[config.mk]
export PLATFORM = sky130hd
export DESIGN_NAME = murmur2_hash_32
export DESIGN_NICKNAME = d
export VERILOG_FILES = /design/src/hdl/mh2_pkg.sv /design/src/hdl/murmur2_hash_32.sv /design/src/hdl/mh2_front.sv /design/src/hdl/mh2_fifo.sv /design/src/hdl/mh2_back.sv
export VERILOG_INCLUDE_DIRS = /design/src /design/src/hdl
export SDC_FILE = /design/constraint.sdc
export NUM_CORES = 2
export LEC_CHECK = 0
export CAP_MARGIN = 20
export CORE_ASPECT_RATIO = 1.2
export CORE_MARGIN = 5
export CORE_UTILIZATION = 55
export DETAILED_ROUTE_END_ITERATION = 7
export DONT_BUFFER_PORTS = 1
export PLACE_DENSITY = 0.7
export SKIP_LAST_GASP = 1
export SYNTH_ARGS = -nofsm -noshare
export SYNTH_HDL_FRONTEND = slang
export SYNTH_HIERARCHICAL = 1
export SYNTH_SLANG_ARGS = --single-unit
[constraint.sdc]
create_clock -name aclk -period 10.96 [get_ports aclk]
set_input_delay 1.096 -clock aclk [delete_from_list [all_inputs] [get_ports aclk]]
set_output_delay 1.096 -clock aclk [all_outputs]
set_load 0.05 [all_outputs]
[src/hdl/murmur2_hash_32_defines.svh]
// Assertion macros shared by the murmur2_hash_32 modules.
`ifndef MURMUR2_HASH_32_DEFINES_SVH
`define MURMUR2_HASH_32_DEFINES_SVH

// Same-cycle implication, disabled during reset.
`define MH2_ASSERT_IMP(label, clk, rstn, ante, cons, msg) \
    label: assert property (@(posedge clk) disable iff (!(rstn)) (ante) |-> (cons)) \
        else $error(msg);

// Next-cycle implication, disabled during reset.
`define MH2_ASSERT_NXT(label, clk, rstn, ante, cons, msg) \
    label: assert property (@(posedge clk) disable iff (!(rstn)) (ante) |=> (cons)) \
        else $error(msg);

`endif

[src/hdl/mh2_pkg.sv]
// Shared constants and queue entry type for the MurmurHash2 block.
package mh2_pkg;

    localparam logic [31:0] MIX_MUL     = 32'h5BD1E995;
    localparam int          MIX_SHIFT   = 24;
    localparam logic [31:0] SEED_RESET  = 32'd97;
    localparam int          FIN_SHIFT_A = 13;
    localparam int          FIN_SHIFT_B = 15;

    // request kinds
    localparam logic [1:0] KIND_NONE = 2'd0;
    localparam logic [1:0] KIND_FULL = 2'd1;
    localparam logic [1:0] KIND_TAIL = 2'd2;

    typedef struct packed {
        logic [31:0] init;   // seed ^ length
        logic [31:0] k;      // premixed full word
        logic [31:0] tail;   // masked tail bytes
        logic [1:0]  kind;
        logic        first;
        logic        last;
    } qentry_t;

endpackage

[src/hdl/murmur2_hash_32.sv]
// Streaming MurmurHash2 32-bit: input request channel, seed register, hash output.
//
// Usage:
//   s_* carries one little-endian message word per request, with its byte
//   count (4 for a full word, 0..3 for a tail), first/last markers and the
//   total message length (sampled on the first word).
//   cfg_* writes the 32-bit seed; write it only while the block is idle.
//   m_* returns one hash per request marked last.
// Timing:
//   One request per cycle sustained while m_ready stays high. A last request's
//   hash appears on m_valid after word premix in the front-end registers s1 and
//   s2, one queue slot, the accumulator update (one multiply per request), then
//   the final mix through register b into the output register.
// Reset:
//   aresetn low clears all valid flags and the accumulator; the seed returns
//   to 97.
// Stall:
//   While m_ready is low the hash is held; the back end, queue and front end
//   fill in turn and s_ready drops once all are full.
module murmur2_hash_32 #(
    parameter int QUEUE_DEPTH = 2
) (
    input  logic        aclk,
    input  logic        aresetn,
    input  logic        s_valid,
    output logic        s_ready,
    input  logic [31:0] s_data_word,
    input  logic [2:0]  s_byte_count,
    input  logic        s_first_word,
    input  logic        s_last_word,
    input  logic [31:0] s_message_length,
    input  logic        cfg_valid,
    output logic        cfg_ready,
    input  logic [31:0] cfg_data,
    output logic        m_valid,
    input  logic        m_ready,
    output logic [31:0] m_hash_value
);
    import mh2_pkg::*;

    logic [31:0] seed_reg, seed_next;
    logic        push_valid, push_ready, pop_valid, pop_ready;
    qentry_t     push_entry, pop_entry;

    assign cfg_ready = 1'b1;
    assign seed_next = (cfg_valid && cfg_ready) ? cfg_data : seed_reg;

    always_ff @(posedge aclk) begin
        if (!aresetn) begin
            seed_reg <= SEED_RESET;
        end else begin
            seed_reg <= seed_next;
        end
    end

    mh2_front u_front (
        .aclk             (aclk),
        .aresetn          (aresetn),
        .s_valid          (s_valid),
        .s_ready          (s_ready),
        .s_data_word      (s_data_word),
        .s_byte_count     (s_byte_count),
        .s_first_word     (s_first_word),
        .s_last_word      (s_last_word),
        .s_message_length (s_message_length),
        .hash_seed        (seed_reg),
        .push_valid       (push_valid),
        .push_ready       (push_ready),
        .push_entry       (push_entry)
    );

    mh2_fifo #(
        .DEPTH (QUEUE_DEPTH)
    ) u_fifo (
        .aclk       (aclk),
        .aresetn    (aresetn),
        .push_valid (push_valid),
        .push_ready (push_ready),
        .push_entry (push_entry),
        .pop_valid  (pop_valid),
        .pop_ready  (pop_ready),
        .pop_entry  (pop_entry)
    );

    mh2_back u_back (
        .aclk         (aclk),
        .aresetn      (aresetn),
        .pop_valid    (pop_valid),
        .pop_ready    (pop_ready),
        .pop_entry    (pop_entry),
        .m_valid      (m_valid),
        .m_ready      (m_ready),
        .m_hash_value (m_hash_value)
    );

endmodule

[src/hdl/mh2_front.sv]
// Front end: accepts requests, classifies them and premixes full words.
module mh2_front (
    input  logic             aclk,
    input  logic             aresetn,
    input  logic             s_valid,
    output logic             s_ready,
    input  logic [31:0]      s_data_word,
    input  logic [2:0]       s_byte_count,
    input  logic             s_first_word,
    input  logic             s_last_word,
    input  logic [31:0]      s_message_length,
    input  logic [31:0]      hash_seed,
    output logic             push_valid,
    input  logic             push_ready,
    output mh2_pkg::qentry_t push_entry
);
    import mh2_pkg::*;

    logic    s1_valid_reg, s1_valid_next;
    qentry_t s1_reg, s1_next;
    logic    s2_valid_reg, s2_valid_next;
    qentry_t s2_reg, s2_next;

    logic        adv2;
    logic        accept;
    logic [31:0] tail_mask;
    logic [1:0]  kind;
    logic [31:0] k_mix;

    assign adv2    = !s2_valid_reg || push_ready;
    assign s_ready = !s1_valid_reg || adv2;
    assign accept  = s_valid && s_ready;

    always_comb begin
        unique case (s_byte_count[1:0])
            2'd1:    tail_mask = 32'h0000_00FF;
            2'd2:    tail_mask = 32'h0000_FFFF;
            2'd3:    tail_mask = 32'h00FF_FFFF;
            default: tail_mask = 32'h0000_0000;
        endcase
        if (s_byte_count[2]) begin
            kind = KIND_FULL;
        end else if (s_byte_count[1:0] == 2'd0) begin
            kind = KIND_NONE;
        end else begin
            kind = KIND_TAIL;
        end
    end

    always_comb begin
        s1_next       = s1_reg;
        s1_valid_next = s1_valid_reg;
        if (accept) begin
            s1_valid_next = 1'b1;
            s1_next.init  = hash_seed ^ s_message_length;
            s1_next.k     = s_data_word * MIX_MUL;
            s1_next.tail  = s_data_word & tail_mask;
            s1_next.kind  = kind;
            s1_next.first = s_first_word;
            s1_next.last  = s_last_word;
        end else if (adv2) begin
            s1_valid_next = 1'b0;
        end
    end

    // second half of the word mix
    assign k_mix = (s1_reg.k ^ (s1_reg.k >> MIX_SHIFT)) * MIX_MUL;

    always_comb begin
        s2_next       = s2_reg;
        s2_valid_next = s2_valid_reg;
        if (adv2) begin
            s2_valid_next = s1_valid_reg;
            s2_next       = s1_reg;
            s2_next.k     = k_mix;
        end
    end

    always_ff @(posedge aclk) begin
        if (!aresetn) begin
            s1_valid_reg <= 1'b0;
            s2_valid_reg <= 1'b0;
        end else begin
            s1_valid_reg <= s1_valid_next;
            s2_valid_reg <= s2_valid_next;
        end
        s1_reg <= s1_next;
        s2_reg <= s2_next;
    end

    assign push_valid = s2_valid_reg;
    assign push_entry = s2_reg;

endmodule

[src/hdl/mh2_fifo.sv]
// Short request queue between front and back ends.
`include "murmur2_hash_32_defines.svh"

module mh2_fifo #(
    parameter int DEPTH = 2
) (
    input  logic             aclk,
    input  logic             aresetn,
    input  logic             push_valid,
    output logic             push_ready,
    input  mh2_pkg::qentry_t push_entry,
    output logic             pop_valid,
    input  logic             pop_ready,
    output mh2_pkg::qentry_t pop_entry
);
    import mh2_pkg::*;

    localparam int PW = (DEPTH > 1) ? $clog2(DEPTH) : 1;
    localparam int CW = $clog2(DEPTH + 1);
    localparam logic [PW-1:0] LAST_IDX = PW'(DEPTH - 1);
    localparam logic [CW-1:0] FULL_CNT = CW'(DEPTH);

    qentry_t       entries [DEPTH];
    logic [PW-1:0] wr_ptr_reg, wr_ptr_next;
    logic [PW-1:0] rd_ptr_reg, rd_ptr_next;
    logic [CW-1:0] count_reg, count_next;
    logic          push, pop;

    assign push_ready = (count_reg != FULL_CNT);
    assign pop_valid  = (count_reg != '0);
    assign push       = push_valid && push_ready;
    assign pop        = pop_valid && pop_ready;
    assign pop_entry  = entries[rd_ptr_reg];

    always_comb begin
        wr_ptr_next = wr_ptr_reg;
        rd_ptr_next = rd_ptr_reg;
        count_next  = count_reg;
        if (push) begin
            wr_ptr_next = (wr_ptr_reg == LAST_IDX) ? '0 : wr_ptr_reg + PW'(1);
        end
        if (pop) begin
            rd_ptr_next = (rd_ptr_reg == LAST_IDX) ? '0 : rd_ptr_reg + PW'(1);
        end
        if (push && !pop) begin
            count_next = count_reg + CW'(1);
        end else if (pop && !push) begin
            count_next = count_reg - CW'(1);
        end
    end

    always_ff @(posedge aclk) begin
        if (!aresetn) begin
            wr_ptr_reg <= '0;
            rd_ptr_reg <= '0;
            count_reg  <= '0;
        end else begin
            wr_ptr_reg <= wr_ptr_next;
            rd_ptr_reg <= rd_ptr_next;
            count_reg  <= count_next;
        end
    end

    always_ff @(posedge aclk) begin
        if (push) begin
            entries[wr_ptr_reg] <= push_entry;
        end
    end

    `MH2_ASSERT_IMP(a_cnt_bound, aclk, aresetn, 1'b1, count_reg <= FULL_CNT, "queue overflow")
    `MH2_ASSERT_NXT(a_cnt_inc, aclk, aresetn, push && !pop, count_reg == $past(count_reg) + CW'(1), "count slip")

endmodule

[src/hdl/mh2_back.sv]
// Back end: accumulator update, final mix and output register.
`include "murmur2_hash_32_defines.svh"

module mh2_back (
    input  logic             aclk,
    input  logic             aresetn,
    input  logic             pop_valid,
    output logic             pop_ready,
    input  mh2_pkg::qentry_t pop_entry,
    output logic             m_valid,
    input  logic             m_ready,
    output logic [31:0]      m_hash_value
);
    import mh2_pkg::*;

    logic [31:0] acc_reg, acc_next;
    logic        a_valid_reg, a_valid_next;
    logic [31:0] a_hash_reg, a_hash_next;
    logic        b_valid_reg, b_valid_next;
    logic [31:0] b_hash_reg, b_hash_next;
    logic        m_valid_reg, m_valid_next;
    logic [31:0] m_hash_reg, m_hash_next;

    logic        pop, a_free, b_free, c_free, a_move, b_move;
    logic [31:0] h_base, operand, prod, h_new, fin_a;

    assign c_free    = !m_valid_reg || m_ready;
    assign b_free    = !b_valid_reg || c_free;
    assign a_free    = !a_valid_reg || b_free;
    assign b_move    = b_valid_reg && c_free;
    assign a_move    = a_valid_reg && b_free;
    assign pop_ready = a_free;
    assign pop       = pop_valid && pop_ready;

    assign h_base  = pop_entry.first ? pop_entry.init : acc_reg;
    assign operand = (pop_entry.kind == KIND_TAIL) ? (h_base ^ pop_entry.tail) : h_base;
    assign prod    = operand * MIX_MUL;

    always_comb begin
        unique case (pop_entry.kind)
            KIND_FULL: h_new = prod ^ pop_entry.k;
            KIND_TAIL: h_new = prod;
            default:   h_new = h_base;
        endcase
    end

    assign acc_next     = pop ? h_new : acc_reg;
    assign a_valid_next = (pop && pop_entry.last) || (a_valid_reg && !b_free);
    assign a_hash_next  = (pop && pop_entry.last) ? h_new : a_hash_reg;

    assign fin_a        = a_hash_reg ^ (a_hash_reg >> FIN_SHIFT_A);
    assign b_valid_next = a_move || (b_valid_reg && !c_free);
    assign b_hash_next  = a_move ? fin_a * MIX_MUL : b_hash_reg;

    assign m_valid_next = b_move || (m_valid_reg && !m_ready);
    assign m_hash_next  = b_move ? (b_hash_reg ^ (b_hash_reg >> FIN_SHIFT_B)) : m_hash_reg;

    always_ff @(posedge aclk) begin
        if (!aresetn) begin
            acc_reg     <= '0;
            a_valid_reg <= 1'b0;
            b_valid_reg <= 1'b0;
            m_valid_reg <= 1'b0;
        end else begin
            acc_reg     <= acc_next;
            a_valid_reg <= a_valid_next;
            b_valid_reg <= b_valid_next;
            m_valid_reg <= m_valid_next;
        end
        a_hash_reg <= a_hash_next;
        b_hash_reg <= b_hash_next;
        m_hash_reg <= m_hash_next;
    end

    assign m_valid      = m_valid_reg;
    assign m_hash_value = m_hash_reg;

    `MH2_ASSERT_NXT(a_last_fin, aclk, aresetn, pop && pop_entry.last, a_valid_reg, "last request lost")
    `MH2_ASSERT_NXT(a_none_hold, aclk, aresetn, pop && pop_entry.kind == KIND_NONE && !pop_entry.first, $stable(acc_reg), "empty request changed hash")
    `MH2_ASSERT_NXT(a_fin_out, aclk, aresetn, b_valid_reg && c_free, m_valid_reg, "finished hash dropped")

endmodule

==> PnR_summary.wiki <==
{| class="wikitable"
! Metric !! Value
|-
| Final-report setup violation count || 0
|-
| Post-Synthesis Mean Instance Area || 11.5 um2
|-
| Worst EP required || 11,360 ps
|-
| Overall die width || 302 um
|-
| Critical-path maximum fanout || 31
|-
| TritonCTS clock tree || done
|-
| Hold-fix buffers at CTS || 0
|-
| Total track usage || 25.1%
|-
| Vertical die dimension || 361 um
|-
| Final critical delay including setup and external delays || 9480 ps
|-
| Flip-flop and latch count after synthesis || 554
|-
| Detail Placement HPWL || 110,000 um
|-
| Core area || 102,000 um2
|-
| Die area || 109,000 um2
|-
| Aggregate negative setup slack || 0 ps
|-
| Insertion delay to the later sink of the worst-skew pair || 670 ps
|-
| Cell count after synthesis || 4,923
|-
| Port Buffer Count || 0
|-
| Storage cell area || 15,900 um2
|-
| RSZ-0062 raised after global routing || false
|-
| Slew Viols, Final || 0
|-
| Yosys cell types || 77
|-
| Starting utilization of the core area || 55.5%
|-
| Proportion of layout cells with a drive suffix above 1 || 5.96%
|-
| Count of warnings emitted by yosys || 6
|-
| Setup fix buffers added after clock tree synthesis || 0
|-
| Total congestion overflow || 0
|-
| Count of routing violations after the opening detailed-route iteration || 1,778
|-
| Most instantiated flip-flop cell in the synthesis netlist || edfxtp_1
|-
| Number of maximum-capacitance violations || 0
|-
| Buffer depth of the longest clock path || 3
|-
| Clk pin slew, worst setup/hold paths || 60 ps
|-
| Clock sink count || 554
|-
| Path type of the worst setup path || reg -> reg
|-
| Tightest Pin Transition || 1140 ps
|-
| Share of the cycle needed by the critical path after routing || 86.5%
|-
| Standard cell area after detailed placement || 58,300 um2
|-
| Setup Skew || 95.8 ps
|-
| Combined area of the multi-input logic cells || 35,100 um2
|-
| Drt wl/cell || 20.9 um
|-
| Wire length of the first global-routing pass || 208,000 um
|-
| Top library cells by usage in the layout, fill and taps aside || inv_1 (1,361), ha_1 (847), fa_1 (706), edfxtp_1 (480), xnor2_1 (229)
|-
| Remaining design rule violation count || 0
|-
| Detailed-router iteration count before antenna repair || 5
|-
| Detail-routed via count per cell || 5.27
|-
| Area of the mapped netlist || 56,400 um2
|-
| Worst path slowest cell || fa_1
|-
| Run status || complete, no violations
|-
| Fmax achieved || 106 MHz
|-
| Sequential fraction of the synthesis area || 28.2%
|-
| Slew margin rel. || 23.6%
|-
| Reg2reg setup slack || 1480 ps
|-
| Number of flops mapped to enable cells by yosys || 480
|-
| Dominant cell type by count on the critical path || inv_1
|-
| Final std cell area, no fill || 60,100 um2
|-
| IO Count || 141
|-
| WP data arrival || 9870 ps
|-
| Number of nets with antenna violations after routing || 0
|-
| Cell Rows || 128
|-
| CTS Buf Count || 55
|-
| Count of cells resized by post-cts repair || 0
|-
| CP peak stage delay || 540 ps
|-
| CTS HTree Levels || 2
|-
| Max reg flops || 200
|-
| Routed vias || 33,700
|-
| Endpoint type of the worst setup path || register
|-
| Area added between synthesis and finish || 6.49%
|-
| Post-synth ARST share || 0%
|-
| Tightest Hold Check Type || reg -> reg
|-
| Filler cell count || 8,271
|-
| Aggregate routed wire length || 134,000 um
|-
| Cell chosen for the clock root || clkbuf_16
|-
| Placer Congestion || 0.938
|-
| Number of antenna violations at the first check in global routing || 6
|-
| Most common library cell in the layout ignoring fill and taps || inv_1
|-
| Vias in the first global route || 37,000
|-
| Endpoints failing hold || 0
|-
| Maximum number of pins on one net before global-route repair || 80
|-
| Element type at the critical path start || register
|-
| Final-stage net count || 6,635
|}
## final cells by class
type                            count  share of cell area, %
Multi-Input combinational cell   2942                   58.4
Sequential cell                   554                   26.5
Inverter                         1363                   8.52
Tap cell                         1365                   2.84
Clock buffer                       71                   2.42
Timing Repair Buffer               59                  0.758
Clock inverter                     31                  0.533
Antenna cell                        6                 0.0250
## cells in the mapped netlist, drive strengths merged, types with 7 or more instances
| cell | count | area share [%] |
|---|---|---|
| and3 | 18 | 0.20 |
| a21oi | 128 | 1.2 |
| or2 | 13 | 0.14 |
| fa | 706 | 25 |
| nand2b | 9 | 0.11 |
| a211oi | 10 | 0.13 |
| nand3 | 19 | 0.17 |
| buf | 38 | 0.51 |
| xor2 | 167 | 2.6 |
| ha | 848 | 19 |
| mux2i | 72 | 1.3 |
| a221oi | 12 | 0.21 |
| a21boi | 20 | 0.27 |
| nor2b | 68 | 0.75 |
| and2 | 37 | 0.41 |
| nand3b | 10 | 0.13 |
| o21a | 17 | 0.23 |
| nor2 | 83 | 0.55 |
| o21bai | 18 | 0.24 |
| mux2 | 105 | 2.1 |
| o211ai | 11 | 0.16 |
| dfxtp | 74 | 2.6 |
| a21o | 36 | 0.48 |
| clkbuf | 33 | 0.22 |
| o21ai | 65 | 0.58 |
| o31ai | 7 | 0.093 |
| xnor2 | 230 | 3.6 |
| a311oi | 10 | 0.16 |
| nand2 | 123 | 0.82 |
| inv | 1363 | 9.1 |
| nor3 | 12 | 0.11 |
| a211o | 8 | 0.12 |
| edfxtp | 480 | 26 |
## cells by family (layout without fill, tap and decap cells)
group | count (synthesis) | in the layout | share of synthesized area (%)
buffers and inverters | 1434 | 1524 | 9.80
AO/OA/AOI/OAI | 386 | 386 | 4.58
adder cells (fa/ha/maj) | 1558 | 1558 | 43.9
flip-flops | 554 | 554 | 28.2
multiplexers | 177 | 177 | 3.42
XOR/XNOR | 401 | 401 | 6.38
AND/OR/NAND/NOR | 411 | 411 | 3.68
other | 2 | 15 | 0.0133
## worst max-delay path, delay by kind of cell (launching register included)
kind / cells / cell delay [ps]
buffers and inverters: 9 / 1140
AOI/OAI and AO/OA: 9 / 2220
xor gates and xnor gates: 3 / 550
muxes: 2 / 830
adders and majority gates: 9 / 3590
DFF: 1 / 470
and+or+nand+nor: 2 / 390
## stage by stage
step / hold WS (ps) / worst slack (ps) / std cells / utilization [%]
5_1_grt: 421 / 1000 / 6387 / 59.1
6_report: 416 / 1480 / 6391 / 59.1
3_5_place_dp: 405 / 1520 / 6282 / 57.3
4_1_cts: 419 / 1470 / 6384 / 59.0
2_1_floorplan: 400 / 1600 / 4930 / -
3_3_place_gp: 401 / 1600 / 6282 / 57.3
## layer usage
layer	GRT usage [%]	up-vias	share of wire, %
met5	0	-	0
met4	10.4	0	4.9
met3	3.16	286	4.3
met2	46.4	840	53
met1	29.3	16900	38
li1	-	15700	-
## final timing paths
| check | start | endpoint | cells past startpoint |
|---|---|---|---|
| min | u_front/s1_reg[8]$_DFFE_PP_ | u_front/push_entry[8]$_DFFE_PP_ | 0 |
| max reg2reg | register | u_back/a_hash_reg[30]$_DFFE_PP_ | 34 |
| min reg2reg | u_front/s1_reg[8]$_DFFE_PP_ | u_front/push_entry[8]$_DFFE_PP_ | 0 |
| max | register | u_back/a_hash_reg[30]$_DFFE_PP_ | 34 |
Power is not shown: default switching activity piles up to over one toggle a cycle in this logic, so the estimate is an artifact.
